[config.mk]
export PLATFORM = sky130hd
export DESIGN_NAME = deque_with_remove_by_key_top_flat
export DESIGN_NICKNAME = d
export VERILOG_FILES = /design/src/sv/dqrk_pkg.sv /design/src/sv/dqrk_if.sv /design/src/sv/dqrk_ram.sv /design/src/sv/deque_with_remove_by_key_top.sv /design/src/flat_wrapper.sv
export SDC_FILE = /design/constraint.sdc
export NUM_CORES = 1
export LEC_CHECK = 0
export CAP_MARGIN = 25
export CORE_UTILIZATION = 40
export CTS_CLUSTER_DIAMETER = 120
export DETAILED_ROUTE_END_ITERATION = 6
export DONT_BUFFER_PORTS = 1
export GPL_TIMING_DRIVEN = 1
export SLEW_MARGIN = 15
export SYNTH_ARGS = -nofsm -noshare
export SYNTH_HDL_FRONTEND = slang
export SYNTH_HIERARCHICAL = 1
export SYNTH_SLANG_ARGS = --single-unit
[constraint.sdc]
create_clock -name clk_i -period 9.8 [get_ports clk_i]
set_clock_uncertainty 0.15 [all_clocks]
set_input_delay 0.98 -clock clk_i [delete_from_list [all_inputs] [get_ports clk_i]]
set_output_delay 0.98 -clock clk_i [all_outputs]
set_load 0.01 [all_outputs]
[src/sv/dqrk_pkg.sv]
// Shared constants, codes and helpers of the keyed deque.
`default_nettype none
package dqrk_pkg;

  // Storage geometry
  localparam int Depth  = 16;
  localparam int IdBits = 16;
  localparam int AddrW  = $clog2(Depth);
  localparam int CntW   = $clog2(Depth + 1);

  // Port field widths
  localparam int ModeW   = 3;
  localparam int IdW     = 16;
  localparam int StatusW = 2;
  localparam int CountW  = 5;

  typedef enum logic [ModeW-1:0] {
    MODE_PUSH_FRONT = 3'd0,
    MODE_PUSH_BACK  = 3'd1,
    MODE_POP_FRONT  = 3'd2,
    MODE_POP_BACK   = 3'd3,
    MODE_REMOVE     = 3'd4,
    MODE_FIND       = 3'd5
  } mode_e;

  typedef enum logic [StatusW-1:0] {
    STATUS_DONE     = 2'd0,
    STATUS_EMPTY    = 2'd1,
    STATUS_NOTFOUND = 2'd2,
    STATUS_FULL     = 2'd3
  } status_e;

  // Circular address: base plus offset, wrapped once at Depth.
  function automatic logic [AddrW-1:0] wrap_add(input logic [AddrW-1:0] base,
                                               input logic [AddrW-1:0] off);
    logic [AddrW:0] sum;
    sum = {1'b0, base} + {1'b0, off};
    if (sum >= (AddrW+1)'(Depth)) begin
      sum = sum - (AddrW+1)'(Depth);
    end
    return sum[AddrW-1:0];
  endfunction

  // Circular address one slot before base.
  function automatic logic [AddrW-1:0] wrap_dec(input logic [AddrW-1:0] base);
    logic [AddrW-1:0] res;
    if (base == '0) begin
      res = AddrW'(Depth - 1);
    end else begin
      res = base - AddrW'(1);
    end
    return res;
  endfunction

endpackage
`default_nettype wire

[src/sv/dqrk_if.sv]
// Request and response channel interfaces of the keyed deque.
`default_nettype none
interface dqrk_req_if;
  logic                       valid;
  logic                       ready;
  logic [dqrk_pkg::ModeW-1:0] mode;
  logic [dqrk_pkg::IdW-1:0]   entity_id;

  modport source (output valid, mode, entity_id, input ready);
  modport sink (input valid, mode, entity_id, output ready);
endinterface

interface dqrk_rsp_if;
  logic                         valid;
  logic                         ready;
  logic [dqrk_pkg::StatusW-1:0] status;
  logic [dqrk_pkg::IdW-1:0]     result_id;
  logic [dqrk_pkg::CountW-1:0]  count;

  modport source (output valid, status, result_id, count, input ready);
  modport sink (input valid, status, result_id, count, output ready);
endinterface
`default_nettype wire

[src/sv/dqrk_ram.sv]
// Generic single-write, single-read RAM with registered read data.
`default_nettype none
module dqrk_ram #(
  parameter int Width = 16,
  parameter int Depth = 16
) (
  input  wire logic                     clk_i,
  input  wire logic                     we_i,
  input  wire logic [$clog2(Depth)-1:0] waddr_i,
  input  wire logic [Width-1:0]         wdata_i,
  input  wire logic [$clog2(Depth)-1:0] raddr_i,
  output logic      [Width-1:0]         rdata_o
);

  logic [Width-1:0] mem [Depth];

  always_ff @(posedge clk_i) begin
    if (we_i) begin
      mem[waddr_i] <= wdata_i;
    end
    rdata_o <= mem[raddr_i];
  end

endmodule
`default_nettype wire

[src/sv/deque_with_remove_by_key_top.sv]
// Keyed double-ended queue of entity IDs: sequencer around one RAM and one comparator.
//
//   req_i carries one operation per beat (mode, entity_id); rsp_o returns exactly
//   one beat per request (status, result_id, count after the operation).
//   Entries live in a circular buffer in one RAM (one write port, registered read);
//   a head pointer and a count give front and back.
//   A push writes its slot when the request is accepted; a pop reads the front
//   or back slot into the reply and shrinks the queue. Find and remove scan from
//   the front until the first match, or through all entries without one; a remove
//   with a match then shifts each later entry down one slot to close the gap. Full
//   or empty cases and unused modes leave the queue unchanged and go to the response.
//   Scan and gap closing both go one slot per cycle through the RAM read port;
//   the scan also uses the shared ID comparator. req_i.ready is high only while
//   the sequencer is idle, and it rises in the cycle the response turns valid:
//   one operation is worked on at a time. A stalled rsp_o holds its beat; the next
//   request is still accepted and worked on, and only its final step waits for the
//   beat to drain.
//   Reset empties the queue and drops any pending response; RAM is not cleared.
`default_nettype none
module deque_with_remove_by_key_top (
  input wire logic clk_i,
  input wire logic rst_ni,
  dqrk_req_if.sink   req_i,
  dqrk_rsp_if.source rsp_o
);
  import dqrk_pkg::*;

  typedef enum logic [2:0] {
    ST_IDLE,
    ST_POPW,
    ST_CMP,
    ST_SHR,
    ST_FIN
  } state_e;

  state_e            state_q, state_d;
  mode_e             mode_q, mode_d;
  logic [IdBits-1:0] id_q, id_d;
  logic [AddrW-1:0]  head_q, head_d;
  logic [CntW-1:0]   cnt_q, cnt_d;
  logic [AddrW-1:0]  idx_q, idx_d;
  status_e           st_q, st_d;
  logic [IdBits-1:0] rid_q, rid_d;

  // Output register
  logic              ov_q, ov_d;
  status_e           ost_q, ost_d;
  logic [IdBits-1:0] orid_q, orid_d;
  logic [CntW-1:0]   ocnt_q, ocnt_d;

  // RAM port
  logic              ram_we;
  logic [AddrW-1:0]  ram_waddr;
  logic [IdBits-1:0] ram_wdata;
  logic [AddrW-1:0]  ram_raddr;
  logic [IdBits-1:0] ram_rdata;

  logic              accept;
  logic              is_full;
  logic              is_empty;
  logic              at_last;
  logic              id_match;
  logic              out_free;
  logic [AddrW-1:0]  last_off;
  logic [AddrW-1:0]  idx_inc;

  dqrk_ram #(
    .Width(IdBits),
    .Depth(Depth)
  ) u_ram (
    .clk_i  (clk_i),
    .we_i   (ram_we),
    .waddr_i(ram_waddr),
    .wdata_i(ram_wdata),
    .raddr_i(ram_raddr),
    .rdata_o(ram_rdata)
  );

  assign req_i.ready = (state_q == ST_IDLE);
  assign accept      = req_i.valid && req_i.ready;

  assign is_full  = (cnt_q == CntW'(Depth));
  assign is_empty = (cnt_q == '0);
  // Offset of the back entry; only used when the queue holds something
  assign last_off = AddrW'(cnt_q - CntW'(1));
  assign at_last  = (idx_q == last_off);
  assign idx_inc  = idx_q + AddrW'(1);
  // Shared comparator: stored entry against the search key
  assign id_match = (ram_rdata == id_q);
  assign out_free = !ov_q || rsp_o.ready;

  always_comb begin
    state_d   = state_q;
    mode_d    = mode_q;
    id_d      = id_q;
    head_d    = head_q;
    cnt_d     = cnt_q;
    idx_d     = idx_q;
    st_d      = st_q;
    rid_d     = rid_q;
    ov_d      = ov_q;
    ost_d     = ost_q;
    orid_d    = orid_q;
    ocnt_d    = ocnt_q;
    ram_we    = 1'b0;
    ram_waddr = head_q;
    ram_wdata = id_q;
    ram_raddr = head_q;

    // Drop the response once the sink takes it
    if (ov_q && rsp_o.ready) begin
      ov_d = 1'b0;
    end

    unique case (state_q)
      ST_IDLE: begin
        if (accept) begin
          mode_d  = mode_e'(req_i.mode);
          id_d    = req_i.entity_id[IdBits-1:0];
          st_d    = STATUS_DONE;
          rid_d   = '0;
          idx_d   = '0;
          state_d = ST_FIN;
          unique case (mode_e'(req_i.mode)) inside
            MODE_PUSH_FRONT: begin
              if (is_full) begin
                st_d = STATUS_FULL;
              end else begin
                ram_we    = 1'b1;
                ram_waddr = wrap_dec(head_q);
                ram_wdata = req_i.entity_id[IdBits-1:0];
                head_d    = wrap_dec(head_q);
                cnt_d     = cnt_q + CntW'(1);
              end
            end
            MODE_PUSH_BACK: begin
              if (is_full) begin
                st_d = STATUS_FULL;
              end else begin
                ram_we    = 1'b1;
                ram_waddr = wrap_add(head_q, AddrW'(cnt_q));
                ram_wdata = req_i.entity_id[IdBits-1:0];
                cnt_d     = cnt_q + CntW'(1);
              end
            end
            MODE_POP_FRONT, MODE_POP_BACK: begin
              if (is_empty) begin
                st_d = STATUS_EMPTY;
              end else begin
                if (mode_e'(req_i.mode) == MODE_POP_BACK) begin
                  ram_raddr = wrap_add(head_q, last_off);
                end else begin
                  ram_raddr = head_q;
                end
                state_d = ST_POPW;
              end
            end
            MODE_REMOVE, MODE_FIND: begin
              if (is_empty) begin
                st_d = STATUS_EMPTY;
              end else begin
                // Issue the read of the front slot
                ram_raddr = head_q;
                state_d   = ST_CMP;
              end
            end
            default: begin
              // Unused modes leave the queue untouched
            end
          endcase
        end
      end

      ST_POPW: begin
        rid_d = ram_rdata;
        cnt_d = cnt_q - CntW'(1);
        if (mode_q == MODE_POP_FRONT) begin
          head_d = wrap_add(head_q, AddrW'(1));
        end
        state_d = ST_FIN;
      end

      ST_CMP: begin
        if (id_match) begin
          rid_d = ram_rdata;
          if (mode_q == MODE_FIND || at_last) begin
            if (mode_q == MODE_REMOVE) begin
              cnt_d = cnt_q - CntW'(1);
            end
            state_d = ST_FIN;
          end else begin
            // Start closing the gap: fetch the slot behind the match
            ram_raddr = wrap_add(head_q, idx_inc);
            state_d   = ST_SHR;
          end
        end else if (at_last) begin
          st_d    = STATUS_NOTFOUND;
          state_d = ST_FIN;
        end else begin
          idx_d     = idx_inc;
          ram_raddr = wrap_add(head_q, idx_inc);
        end
      end

      ST_SHR: begin
        // Move slot idx+1 down into slot idx
        ram_we    = 1'b1;
        ram_waddr = wrap_add(head_q, idx_q);
        ram_wdata = ram_rdata;
        idx_d     = idx_inc;
        if (idx_inc == last_off) begin
          cnt_d   = cnt_q - CntW'(1);
          state_d = ST_FIN;
        end else begin
          ram_raddr = wrap_add(head_q, idx_inc + AddrW'(1));
        end
      end

      ST_FIN: begin
        // Hold until the output register is free
        if (out_free) begin
          ov_d    = 1'b1;
          ost_d   = st_q;
          orid_d  = rid_q;
          ocnt_d  = cnt_q;
          state_d = ST_IDLE;
        end
      end

      default: begin
        state_d = ST_IDLE;
      end
    endcase
  end

  always_ff @(posedge clk_i or negedge rst_ni) begin
    if (!rst_ni) begin
      state_q <= ST_IDLE;
      mode_q  <= MODE_PUSH_FRONT;
      id_q    <= '0;
      head_q  <= '0;
      cnt_q   <= '0;
      idx_q   <= '0;
      st_q    <= STATUS_DONE;
      rid_q   <= '0;
      ov_q    <= 1'b0;
      ost_q   <= STATUS_DONE;
      orid_q  <= '0;
      ocnt_q  <= '0;
    end else begin
      state_q <= state_d;
      mode_q  <= mode_d;
      id_q    <= id_d;
      head_q  <= head_d;
      cnt_q   <= cnt_d;
      idx_q   <= idx_d;
      st_q    <= st_d;
      rid_q   <= rid_d;
      ov_q    <= ov_d;
      ost_q   <= ost_d;
      orid_q  <= orid_d;
      ocnt_q  <= ocnt_d;
    end
  end

  assign rsp_o.valid     = ov_q;
  assign rsp_o.status    = ost_q;
  assign rsp_o.result_id = IdW'(orid_q);
  assign rsp_o.count     = CountW'(ocnt_q);

endmodule
`default_nettype wire

[src/flat_wrapper.sv]
// flat-port wrapper written by rule: the top's interface ports become plain ports
module deque_with_remove_by_key_top_flat import dqrk_pkg::*;
  (clk_i, rst_ni, req_i_valid, req_i_mode, req_i_entity_id, req_i_ready, rsp_o_valid, rsp_o_status, rsp_o_result_id, rsp_o_count, rsp_o_ready);
  dqrk_req_if req_i_i ();
  dqrk_rsp_if rsp_o_i ();
  input wire logic clk_i;
  input wire logic rst_ni;
  input wire logic [$bits(req_i_i.valid)-1:0] req_i_valid;
  input wire logic [$bits(req_i_i.mode)-1:0] req_i_mode;
  input wire logic [$bits(req_i_i.entity_id)-1:0] req_i_entity_id;
  output wire logic [$bits(req_i_i.ready)-1:0] req_i_ready;
  output wire logic [$bits(rsp_o_i.valid)-1:0] rsp_o_valid;
  output wire logic [$bits(rsp_o_i.status)-1:0] rsp_o_status;
  output wire logic [$bits(rsp_o_i.result_id)-1:0] rsp_o_result_id;
  output wire logic [$bits(rsp_o_i.count)-1:0] rsp_o_count;
  input wire logic [$bits(rsp_o_i.ready)-1:0] rsp_o_ready;
  assign req_i_i.valid = req_i_valid;
  assign req_i_i.mode = req_i_mode;
  assign req_i_i.entity_id = req_i_entity_id;
  assign req_i_ready = req_i_i.ready;
  assign rsp_o_valid = rsp_o_i.valid;
  assign rsp_o_status = rsp_o_i.status;
  assign rsp_o_result_id = rsp_o_i.result_id;
  assign rsp_o_count = rsp_o_i.count;
  assign rsp_o_i.ready = rsp_o_ready;
  deque_with_remove_by_key_top u_core (.clk_i(clk_i), .rst_ni(rst_ni), .req_i(req_i_i), .rsp_o(rsp_o_i));
endmodule
==> results of run 1 <==
[cell families (layout without fill, tap and decap cells)]
kind of cell / count (synthesis) / in the layout / synth area share
and+or+nand+nor: 275 / 275 / 0.08301
adders and majority gates: 26 / 26 / 0.02393
DFF: 349 / 349 / 0.6552
muxes: 88 / 88 / 0.1139
buffers and inverters: 89 / 129 / 0.02591
xor gates and xnor gates: 47 / 47 / 0.02938
AOI/OAI and AO/OA: 151 / 151 / 0.06874
[sequential cells by signal (all words and copies together) (netlist names)]
name,cells
u_core/u_ram/mem,256
u_core/id_q,16
u_core/rid_q,16
u_core/rsp_o.result_id,16
u_core/u_ram/rdata_o,16
u_core/cnt_q,5
u_core/rsp_o.count,5
u_core/head_q,4
u_core/idx_q,4
u_core/mode_q,3
u_core/state_q,3
u_core/rsp_o.status,2
u_core/st_q,2
u_core/rsp_o.valid,1
[path summary, 6_finish.rpt]
kind	start	end	slack, ns	cells past startpoint
setup / recovery	u_core/state_q[0]	u_core/u_ram/mem[11][6]	4.72	9
hold / removal	rst_ni	u_core/rsp_o.count[2]	0.16	1
setup reg to reg	u_core/state_q[0]	u_core/u_ram/mem[11][6]	4.72	9
hold reg to reg	u_core/u_ram/rdata_o[14]	u_core/rid_q[14]	0.35	2
max in group asynchronous	rst_ni	u_core/rid_q[10]	8.98	1
min in group clk_i	u_core/u_ram/rdata_o[14]	u_core/rid_q[14]	0.35	2
[cell usage in the layout (no fill, tap or decap), types with 23 or more instances in the layout]
cell / synthesis / layout
sky130_fd_sc_hd__a22oi_1: 49 / 49
sky130_fd_sc_hd__nor2_1: 34 / 32
sky130_fd_sc_hd__inv_1: 35 / 35
sky130_fd_sc_hd__o21ai_0: 33 / 33
sky130_fd_sc_hd__buf_4: 4 / 23
sky130_fd_sc_hd__xnor2_1: 29 / 29
sky130_fd_sc_hd__mux4_2: 54 / 54
sky130_fd_sc_hd__edfxtp_1: 256 / 256
sky130_fd_sc_hd__dfrtp_1: 77 / 77
sky130_fd_sc_hd__clkbuf_16: 0 / 37
sky130_fd_sc_hd__nand2_1: 165 / 165
[critical path, cell delays in order, from the launching register on]
cell and delay, ns:
sky130_fd_sc_hd__dfrtp_1 0.47, sky130_fd_sc_hd__or3_1 0.54, sky130_fd_sc_hd__inv_1 0.31, sky130_fd_sc_hd__nand2_1 0.55, sky130_fd_sc_hd__nor3_1 0.58, sky130_fd_sc_hd__o221ai_1 0.21
sky130_fd_sc_hd__o221ai_1 0.71, sky130_fd_sc_hd__nand2_1 0.23, sky130_fd_sc_hd__nor2_1 0.70, sky130_fd_sc_hd__buf_4 0.32
[per-stage QoR]
step	utilization	area (sq um)	hold WS (ns)
2_1_floorplan	-	15160	0.3056
3_3_place_gp	0.4255	15730	0.3293
3_5_place_dp	0.4255	15730	0.3356
4_1_cts	0.4572	16900	0.1849
5_1_grt	0.4587	16950	0.1962
6_report	0.4587	16950	0.1646
[power breakdown]
group / internal [mW] / switching, mW / total, mW
clock network: 0.754 / 0.574 / 1.33
logic: 0.959 / 1.36 / 2.31
registers: 1.98 / 0.250 / 2.23
total: 3.70 / 2.18 / 5.88
[synth_stat cells, types with 5 or more instances]
cell type	n
sky130_fd_sc_hd__edfxtp_1	256
sky130_fd_sc_hd__nand2_1	165
sky130_fd_sc_hd__dfrtp_1	77
sky130_fd_sc_hd__mux4_2	54
sky130_fd_sc_hd__a22oi_1	49
sky130_fd_sc_hd__inv_1	35
sky130_fd_sc_hd__nor2_1	34
sky130_fd_sc_hd__o21ai_0	33
sky130_fd_sc_hd__clkbuf_1	31
sky130_fd_sc_hd__xnor2_1	29
sky130_fd_sc_hd__ha_1	21
sky130_fd_sc_hd__mux2i_1	18
sky130_fd_sc_hd__dfxtp_1	16
sky130_fd_sc_hd__a21oi_1	15
sky130_fd_sc_hd__xor2_1	15
sky130_fd_sc_hd__nand3_1	13
sky130_fd_sc_hd__buf_2	11
sky130_fd_sc_hd__mux4_1	10
sky130_fd_sc_hd__nand2b_1	10
sky130_fd_sc_hd__nor3_1	9
sky130_fd_sc_hd__a21o_1	7
sky130_fd_sc_hd__o211ai_1	7
sky130_fd_sc_hd__mux2_2	6
sky130_fd_sc_hd__fa_1	5
sky130_fd_sc_hd__nand4_1	5
sky130_fd_sc_hd__nor2b_1	5
[area by class of cell]
class / instances / share of cell area
Timing Repair Buffer: 28 / 0.01454
Clock buffer: 50 / 0.05927
Sequential cell: 349 / 0.5860
Inverter: 35 / 0.007750
Multi-Input combinational cell: 587 / 0.2869
Tap cell: 504 / 0.03720
Clock inverter: 16 / 0.008340
[what timing repair did]
item                                   in CTS  in global routing
endpoints found under the hold margin      77                  0
hold buffers                                1                  0
buffers inserted                            0                  0
[layer usage]
metal | GRT usage | up-vias | routed length, um
li1 | - | 3887 | -
met1 | 0.2562 | 4381 | 15110
met2 | 0.2840 | 324 | 15690
met3 | 0.03371 | 54 | 2518
met4 | 0.05398 | 0 | 793
met5 | 0 | - | 0
==> flow_metrics.env, run 1 <==
export IMPL_syn_mean_instance_area_sq_um=14.79
export IMPL_synth_top_cell_area_share=0.5070
export IMPL_avgRoutedWirePerCell_um=21.74
export IMPL_synth_area_leaders="sky130_fd_sc_hd__edfxtp_1 51%, sky130_fd_sc_hd__dfrtp_1 13%, sky130_fd_sc_hd__mux4_2 8.0%"
export IMPL_finalWeightedCongestion=0.8520
export IMPL_rsz_0062_raised_after_global_routing="false"
export IMPL_route_antenna_remaining_nets=0
export IMPL_crit_arrival_ns=5.17
export IMPL_clock_path_buffers=3
export IMPL_portBuffers=0
export IMPL_cts_resized=0
export IMPL_place_inst=1497
export IMPL_finalNonFillerCells=1569
export IMPL_num_rows=70
export IMPL_n_fill_cell=3205
export IMPL_critical_path_peak_fanout=22
export IMPL_hp_class="in2async"
export IMPL_finalHoldViolations=0
export IMPL_drt_pass1_iter_count=5
export IMPL_dr_first_iter_drc_count=773
export IMPL_ioPinCount=48
export IMPL_path_class="reg2reg"
export IMPL_multiInputGateArea_sq_mm=0.004863
export IMPL_ys_warnings_count=6
export IMPL_power_leakage_nw=6.115
export IMPL_tritoncts_sink_count=349
export IMPL_cell_area_after_synthesis_sq_mm=0.01516
export IMPL_clock_tree_root_cell="sky130_fd_sc_hd__clkbuf_16"
export IMPL_diodes=0
export IMPL_setup_viol=0
export IMPL_synth_seq_cells=349
export IMPL_postSynth_asyncResetShare=0.2206
export IMPL_layout_area_seq_sq_mm=0.009935
export IMPL_synthToLayoutAreaGrowth_pct=11.80
export IMPL_via_count_of_the_routed_design=8646
export IMPL_period_share=0.5183
export IMPL_period_minus_slack_ns=5.080
export IMPL_cts_tree="done"
export IMPL_worstSetupEndpointType="register"
export IMPL_cts_reportedPaths_clkPinSlew_ns=0.06
export IMPL_setup_tns_final_ns=0
export IMPL_synth_cell_types=70
export IMPL_synth_top_cell_by_area="sky130_fd_sc_hd__edfxtp_1"
export IMPL_dieWidth_um=196.7
export IMPL_synth_nets=1074
export IMPL_worst_ir_drop_vdd_v=0.0002056
export IMPL_first_global_vias=8561
export IMPL_clk_latency_ns=0.54
export IMPL_grtUsageTotal=0.1808
export IMPL_finalWirelength_mm=34.12
export IMPL_critical_path_required_ns=9.89
export IMPL_run_status="complete, no violations"
export IMPL_remaining_drc_errors=0
export IMPL_cts_buffers_inserted=36
export IMPL_drive_above_1_share=0.1540
export IMPL_syn_instance_count=1025
export IMPL_grt_antenna_before_repair=0
export IMPL_die_footprint_sq_mm=0.03869
export IMPL_max_freq_ghz=0.1969
export IMPL_die_y_um=196.7
export IMPL_number_of_enable_flip_flop_cells_after_synthesis=256
export IMPL_power_density_cell_area_mw_per_mm2=346.6
export IMPL_slew_headroom=0.3358
export IMPL_grt_overflow_total=0
export IMPL_core_region_area_sq_mm=0.03696
export IMPL_finalNetCount=1086
export IMPL_critical_path_startpoint_type="register"
export IMPL_grt_first_pass_wirelength_mm=52.32
export IMPL_synth_top_flop_cell="sky130_fd_sc_hd__edfxtp_1"
export IMPL_worst_slew_pin_transition_ns=0.9963
export IMPL_via_per_inst=5.511
export IMPL_drv_max_cap_violation_count=0
export IMPL_dpl_hpwl_mm=21.75
export IMPL_maximum_number_of_pins_on_one_net_before_global_route_repair=78
export IMPL_post_place_ws_ns=4.083
export IMPL_start_util=0.4103
export IMPL_totalPowerFinal_mw=5.876
export IMPL_clock_tree_htree_level_count=2
export IMPL_slew_viol_final=0
export IMPL_yosysSeqAreaShare=0.6552
export IMPL_worst_slack_ns=4.720
No activity file was read; power rests on OpenSTA's default activity.
==> run 2: changes to the inputs <==
- ABC_AREA: unset -> 1
- clock period: 9.8 -> 4.9 ns (I/O delays scaled with it)
==> run 2 against run 1 <==
  * Sequential share of layout area fell by 7.1 points
  * Critical path depth grew 11
  * Design area up 14%
  * Worst setup slack got worse by 3.8 ns
  * Global-route usage grew 2.5 points
  * Register-to-register slack got worse by 3.8 ns
  * Via count up 45%
  * Clock power is 120% higher
  * Core utilization about the same
  * Critical endpoint is now u_core/u_ram/rdata_o[6]
==> flow_metrics.env, run 2 <==
export IMPL_drive_above_1_share=0.1026
export IMPL_number_of_enable_flip_flop_cells_after_synthesis=256
export IMPL_tritoncts_sink_count=349
export IMPL_min_to="u_core/rsp_o.valid"
export IMPL_critical_path_peak_fanout=49
export IMPL_grt_first_pass_wirelength_mm=68.87
export IMPL_setup_viol=0
export IMPL_p_switching_mw=6.923
export IMPL_global_route_usage_met2=0.3274
export IMPL_worst_r2r_startpoint="u_core/cnt_q[1]"
export IMPL_comb_power_share=0.501
export IMPL_remaining_drc_errors=0
export IMPL_ioPinCount=48
export IMPL_cts_buffers_inserted=39
export IMPL_synthToLayoutAreaGrowth_pct=12.98
export IMPL_hold_worst_slack_ns=0.02604
export IMPL_synth_cell_types=43
export IMPL_max_ffs_per_register=256
export IMPL_switching_share=0.4574
export IMPL_synth_top_cells_by_count="590 x sky130_fd_sc_hd__nand2_1, 288 x sky130_fd_sc_hd__inv_1, 256 x sky130_fd_sc_hd__edfxtp_1"
export IMPL_clock_tree_htree_level_count=2
export IMPL_syn_instance_count=1871
export IMPL_core_region_area_sq_mm=0.04204
export IMPL_start_util=0.4060
export IMPL_via_per_inst=5.059
export IMPL_internal_power_mw=8.214
export IMPL_cts_hold_repair_buffers=21
export IMPL_critical_path_required_ns=5.20
export IMPL_finalHoldViolations=0
export IMPL_worstRegToRegCells=20
export IMPL_drt_pass1_iter_count=5
export IMPL_synth_top_cell_by_area="sky130_fd_sc_hd__edfxtp_1"
export IMPL_finalWeightedCongestion=0.9207
export IMPL_cts_resized=0
export IMPL_rsz_0062_raised_after_global_routing="false"
export IMPL_power_leakage_nw=8.680
export IMPL_met1_grt_util=0.2871
export IMPL_period_share=0.8083
export IMPL_grt_overflow_total=0
export IMPL_finalNetCount=1958
export IMPL_portBuffers=0
export IMPL_cts_reportedPaths_clkPinSlew_ns=0.06
export IMPL_crit_arrival_ns=4.26
export IMPL_path_class="reg2reg"
export IMPL_r2r_end="u_core/u_ram/rdata_o[6]"
export IMPL_first_global_vias=11800
export IMPL_via_count_of_the_routed_design=12540
export IMPL_clock_path_buffers=3
export IMPL_grtUsageTotal=0.2053
export IMPL_hold_path_cell_count=3
export IMPL_yosysSeqAreaShare=0.5820
export IMPL_grt_antenna_before_repair=0
export IMPL_avgRoutedWirePerCell_um=17.67
export IMPL_clk_latency_ns=0.56
export IMPL_route_antenna_remaining_nets=0
export IMPL_die_footprint_sq_mm=0.04351
export IMPL_largest_register="u_core/u_ram/mem"
export IMPL_postCtsSetupRepairBufs=0
export IMPL_yosys_cell_count_top_type="sky130_fd_sc_hd__nand2_1"
export IMPL_die_y_um=208.6
export IMPL_slew_headroom=0.5200
export IMPL_critical_path_startpoint_type="register"
export IMPL_dieWidth_um=208.6
export IMPL_met3_resource_use_gr=0.03231
export IMPL_slew_viol_final=0
export IMPL_power_density_cell_area_mw_per_mm2=784.9
export IMPL_clock_tree_root_cell="sky130_fd_sc_hd__clkbuf_16"
export IMPL_setup_reg_to_reg_worst_slack_ns=0.94
export IMPL_worst_hold_startpoint="rsp_o_ready"
export IMPL_register_share_of_total_power=0.310
export IMPL_finalWirelength_mm=43.79
export IMPL_cts_tree="done"
export IMPL_dr_first_iter_drc_count=1194
export IMPL_hp_class="in2reg"
export IMPL_totalPowerFinal_mw=15.14
export IMPL_postSynth_asyncResetShare=0.2206
export IMPL_dpl_hpwl_mm=27.58
export IMPL_layout_cells_most_common_list="589 x sky130_fd_sc_hd__nand2_1, 288 x sky130_fd_sc_hd__inv_1, 256 x sky130_fd_sc_hd__edfxtp_1"
export IMPL_synth_area_leaders="sky130_fd_sc_hd__edfxtp_1 45%, sky130_fd_sc_hd__nand2_1 13%, sky130_fd_sc_hd__dfrtp_1 11%"
export IMPL_drv_max_cap_violation_count=0
export IMPL_worst_slew_pin_transition_ns=0.7192
export IMPL_synth_top_flop_cell="sky130_fd_sc_hd__edfxtp_1"
export IMPL_worst_ir_drop_vdd_v=0.0006023
export IMPL_top_usage_layer="met2"
export IMPL_synth_seq_cells=349
export IMPL_maximum_number_of_pins_on_one_net_before_global_route_repair=129
export IMPL_run_status="complete, no violations"
export IMPL_syn_mean_instance_area_sq_um=9.124
export IMPL_period_minus_slack_ns=3.961
export IMPL_post_route_util=0.4588
export IMPL_synth_top_cell_area_share=0.4503
export IMPL_max_freq_ghz=0.2525
export IMPL_synth_nets=1920
export IMPL_diodes=0
export IMPL_worstSetupEndpointType="register"
export IMPL_ys_warnings_count=6
export IMPL_setup_tns_final_ns=0
export IMPL_clock_network_fraction_of_design_power=0.190
export IMPL_cell_area_after_synthesis_sq_mm=0.01707
export IMPL_num_rows=75
export IMPL_mostFrequentLayoutCell="sky130_fd_sc_hd__nand2_1"
[run 2: cell types whose count changed in the layout (fill, tap and decap cells not counted), sizes merged, moves of 10 or more]
cell         previous run  this run
o21ai                  33        83
nor2                   35        63
nand3                  13       255
buf                    27        53
o221ai                  4        18
inv                    38       309
xnor2                  31         4
dlygate4sd3             0        20
mux4                   64         0
nand2b                 10         0
a22oi                  49         0
nand2                 165       613
o211ai                  7        17
mux2i                  18         0
[run 2: worst max-delay path by stage]
stage / start / end / slack, ns / cells past startpoint
after detailed placement: u_core/cnt_q[1] / u_core/u_ram/rdata_o[6] / 0.97 / 20
final: u_core/cnt_q[1] / u_core/u_ram/rdata_o[6] / 0.94 / 20
after CTS: u_core/cnt_q[1] / u_core/u_ram/rdata_o[6] / 0.99 / 20
after floorplan: u_core/head_q[0] / u_core/u_ram/mem[13][0] / 1.62 / 10
after global placement: u_core/cnt_q[1] / u_core/u_ram/rdata_o[6] / 1.00 / 20
after global routing: u_core/cnt_q[1] / u_core/u_ram/rdata_o[6] / 0.53 / 20
[run 2: critical path: stages (launching register included)]
cell and delay, ns:
sky130_fd_sc_hd__dfrtp_1 0.55, sky130_fd_sc_hd__inv_1 0.15, sky130_fd_sc_hd__ha_1 0.41, sky130_fd_sc_hd__inv_1 0.14
sky130_fd_sc_hd__nand2_1 0.09, sky130_fd_sc_hd__nand3_1 0.10, sky130_fd_sc_hd__nor2_2 0.17, sky130_fd_sc_hd__nand2_4 0.10
sky130_fd_sc_hd__nand2_2 0.08, sky130_fd_sc_hd__inv_2 0.05, sky130_fd_sc_hd__nand2_2 0.08, sky130_fd_sc_hd__nand2_1 0.12
sky130_fd_sc_hd__a21oi_1 0.24, sky130_fd_sc_hd__nand2_4 0.10, sky130_fd_sc_hd__clkinv_2 0.39, sky130_fd_sc_hd__buf_12 0.32
sky130_fd_sc_hd__nand2_1 0.09, sky130_fd_sc_hd__nand3_1 0.08, sky130_fd_sc_hd__nand3_1 0.15, sky130_fd_sc_hd__nand3_1 0.21
sky130_fd_sc_hd__nand2_1 0.07
[run 2: logic make-up (layout without fill, tap and decap cells)]
| group | Yosys count | after routing | share of synthesized area |
|---|---|---|---|
| AOI/OAI and AO/OA | 145 | 145 | 0.05160 |
| xor gates and xnor gates | 13 | 13 | 0.006670 |
| adders and majority gates | 26 | 26 | 0.02126 |
| buffers and inverters | 388 | 456 | 0.09426 |
| DFF | 349 | 349 | 0.5820 |
| muxes | 6 | 6 | 0.003958 |
| and+or+nand+nor | 944 | 944 | 0.2403 |
[run 2: cell type report]
class | instances | area, sq um
Clock inverter | 13 | 158.9
Fill cell | 3949 | 22750
Sequential cell | 349 | 9935
Inverter | 312 | 1179
Multi-Input combinational cell | 1134 | 5577
Tap cell | 539 | 674.4
Timing Repair Buffer | 73 | 655.6
Clock buffer | 58 | 1107
[run 2: metal layers]
layer	up-vias	wire length (um)
li1	6134	-
met1	5926	19450
met2	400	20370
met3	77	2979
met4	0	991
met5	-	0
[run 2: power by group through the flow]
stage / Sequential, mW / Combinational [mW] / Clock (mW)
floorplan: 4.58 / 5.45 / 0
global placement: 4.75 / 7.40 / 0
detailed placement: 4.74 / 7.52 / 0
CTS: 4.68 / 7.58 / 2.92
global route: 4.74 / 8.54 / 3.04
finish: 4.69 / 7.58 / 2.87
[run 2: stage by stage]
| stage | cells | area (sq um) | setup slack (ns) |
|---|---|---|---|
| floorplan | 1871 | 17070 | 1.615 |
| global placement | 2383 | 17770 | 1.005 |
| detailed placement | 2386 | 17790 | 0.9674 |
| CTS | 2478 | 19290 | 0.9860 |
| global route | 2478 | 19290 | 0.5254 |
| finish | 2478 | 19290 | 0.9394 |
==> run 3: changes to the inputs <==
- clock period: 4.9 -> 3.34 ns (I/O delays scaled with it)
==> run 3 against run 2 <==
  * Sequential power grew 44%
  * Via count increased by 2.5%
  * Critical endpoint is now u_core/u_ram/mem[15][8]
  * Largest power group unchanged
  * Worst setup slack got worse by 0.84 ns
  * Largest cell class unchanged
  * Sequential share of layout area shrank 1.5 points
  * Critical path type unchanged
  * Non-clock buffer count grew 46
==> flow_metrics.env, run 3 (synthesized netlist as in run 2, its figures left out) <==
export IMPL_run_status="complete, no violations"
export IMPL_grt_overflow_total=0
export IMPL_finalNetCount=2003
export IMPL_n_fill_cell=3963
export IMPL_finalWeightedCongestion=0.9079
export IMPL_met1_grt_util=0.2899
export IMPL_max_ffs_per_register=256
export IMPL_portBuffers=0
export IMPL_via_count_of_the_routed_design=12850
export IMPL_rsz_0062_raised_after_global_routing="false"
export IMPL_die_footprint_sq_mm=0.04351
export IMPL_hold_worst_slack_ns=0.01773
export IMPL_slew_viol_final=0
export IMPL_cts_buffers_inserted=38
export IMPL_layout_cells_most_common_list="588 x sky130_fd_sc_hd__nand2_1, 287 x sky130_fd_sc_hd__inv_1, 256 x sky130_fd_sc_hd__edfxtp_1"
export IMPL_register_share_of_total_power=0.293
export IMPL_critical_path_peak_fanout=11
export IMPL_grtUsageTotal=0.2086
export IMPL_largest_register="u_core/u_ram/mem"
export IMPL_clock_tree_htree_level_count=2
export IMPL_drt_pass1_iter_count=5
export IMPL_top_usage_layer="met2"
export IMPL_hp_class="in2reg"
export IMPL_power_leakage_nw=8.942
export IMPL_core_region_area_sq_mm=0.04204
export IMPL_dr_first_iter_drc_count=1133
export IMPL_worstRegToRegCells=12
export IMPL_first_global_vias=12190
export IMPL_mostFrequentLayoutCell="sky130_fd_sc_hd__nand2_1"
export IMPL_route_antenna_remaining_nets=0
export IMPL_finalNonFillerCells=2523
export IMPL_remaining_drc_errors=0
export IMPL_period_minus_slack_ns=3.238
export IMPL_global_route_usage_met2=0.3395
export IMPL_ioPinCount=48
export IMPL_placement_cell_area_sq_mm=0.01829
export IMPL_tritoncts_sink_count=349
export IMPL_finalWirelength_mm=45.57
export IMPL_finish_instance_area_sq_mm=0.01985
export IMPL_power_density_cell_area_mw_per_mm2=1165
export IMPL_drv_max_cap_violation_count=0
export IMPL_finalHoldViolations=0
export IMPL_critical_path_startpoint_type="register"
export IMPL_die_y_um=208.6
export IMPL_place_inst=2422
export IMPL_synthToLayoutAreaGrowth_pct=16.29
export IMPL_avgRoutedWirePerCell_um=18.06
export IMPL_via_per_inst=5.095
export IMPL_worst_hold_startpoint="req_i_entity_id[14]"
export IMPL_worst_ir_drop_vdd_v=0.0006777
export IMPL_comb_power_share=0.533
export IMPL_clock_network_fraction_of_design_power=0.174
export IMPL_p_switching_mw=10.48
export IMPL_clock_tree_root_cell="sky130_fd_sc_hd__clkbuf_16"
export IMPL_dpl_hpwl_mm=29.58
export IMPL_worst_slew_pin_transition_ns=0.8166
export IMPL_crit_arrival_ns=3.32
export IMPL_setup_viol=0
export IMPL_clock_path_buffers=3
export IMPL_path_class="reg2reg"
export IMPL_cts_tree="done"
export IMPL_grt_antenna_before_repair=0
export IMPL_start_util=0.4060
export IMPL_maximum_number_of_pins_on_one_net_before_global_route_repair=78
export IMPL_switching_share=0.4531
export IMPL_worst_r2r_startpoint="u_core/cnt_q[2]"
export IMPL_hold_path_cell_count=2
export IMPL_setup_tns_final_ns=0
export IMPL_clk_latency_ns=0.54
export IMPL_grt_first_pass_wirelength_mm=70.22
export IMPL_internal_power_mw=12.65
export IMPL_totalPowerFinal_mw=23.13
export IMPL_worstSetupEndpointType="register"
export IMPL_max_freq_ghz=0.3088
export IMPL_slew_headroom=0.4543
export IMPL_cts_reportedPaths_clkPinSlew_ns=0.06
export IMPL_r2r_end="u_core/u_ram/mem[15][8]"
export IMPL_min_to="u_core/u_ram/mem[13][14]"
export IMPL_setup_reg_to_reg_worst_slack_ns=0.10
export IMPL_num_rows=75
export IMPL_dieWidth_um=208.6
export IMPL_drive_above_1_share=0.1271
export IMPL_period_share=0.9694
export IMPL_met3_resource_use_gr=0.03246
export IMPL_critical_path_required_ns=3.42
==> run 3: area by class of cell <==
class	count	area (sq um)	area share
clock inverters	20	176.4	0.008887
well taps	539	674.4	0.03397
multi-input cells	1134	5622	0.2832
diodes	1	2.502	0.0001261
repair buffers	119	1249	0.06291
flip-flops and latches	349	9935	0.5005
clock buffers	49	1013	0.05106
inverters	312	1179	0.05938
==> run 3: worst max-delay path: stages, from the launching register on <==
cell	delay, ns
sky130_fd_sc_hd__dfrtp_1	0.65
sky130_fd_sc_hd__ha_1	0.37
sky130_fd_sc_hd__a21oi_1	0.15
sky130_fd_sc_hd__nand2_1	0.07
sky130_fd_sc_hd__xor2_1	0.15
sky130_fd_sc_hd__nand2_1	0.06
sky130_fd_sc_hd__o21ai_0	0.06
sky130_fd_sc_hd__o21ai_0	0.26
sky130_fd_sc_hd__nand2_1	0.10
sky130_fd_sc_hd__nand3_1	0.15
sky130_fd_sc_hd__nand3_1	0.26
sky130_fd_sc_hd__nor2_2	0.27
sky130_fd_sc_hd__buf_4	0.22
==> run 3: worst max-delay path by stage <==
stage	startpoint	endpoint	slack [ns]	cells past startpoint
floorplan	u_core/head_q[0]	u_core/u_ram/mem[13][0]	0.06	10
global placement	u_core/idx_q[0]	u_core/u_ram/rdata_o[6]	0.08	17
detailed placement	u_core/cnt_q[0]	u_core/u_ram/rdata_o[6]	0.07	20
CTS	u_core/cnt_q[0]	u_core/u_ram/rdata_o[6]	0.04	20
global route	u_core/cnt_q[1]	u_core/u_ram/rdata_o[6]	0.001	20
finish	u_core/cnt_q[2]	u_core/u_ram/mem[15][8]	0.10	12
==> run 3: metal layers <==
metal / vias to the layer above / wire length, um
met5: - / 0
met4: 0 / 885
met3: 65 / 3229
met2: 470 / 21250
met1: 6090 / 20200
li1: 6229 / -
==> run 3: metrics by stage <==
step             util  worst slack, ns
3_3_place_gp   0.4348          0.07805
4_1_cts        0.4690          0.04385
6_report       0.4722           0.1021
2_1_floorplan       -          0.05505
3_5_place_dp   0.4350          0.06537
5_1_grt        0.4721         0.001168
==> run 3: power groups by stage <==
stage               Combinational, mW  Clock (mW)  Sequential, mW
global route                     13.6        4.27            6.83
finish                           12.3        4.03            6.77
floorplan                        8.00           0            6.71
CTS                              12.0        4.11            6.76
detailed placement               11.8           0            6.84
global placement                 11.7           0            6.84
==> run 3: timing repair <==
| action | in CTS | in global routing |
|---|---|---|
| hold buffers | 22 | 0 |
| gates resized for setup | 0 | 15 |
| buffers inserted | 0 | 6 |
| hold endpoints to repair | 102 | 0 |
| setup endpoints to repair | 0 | 144 |
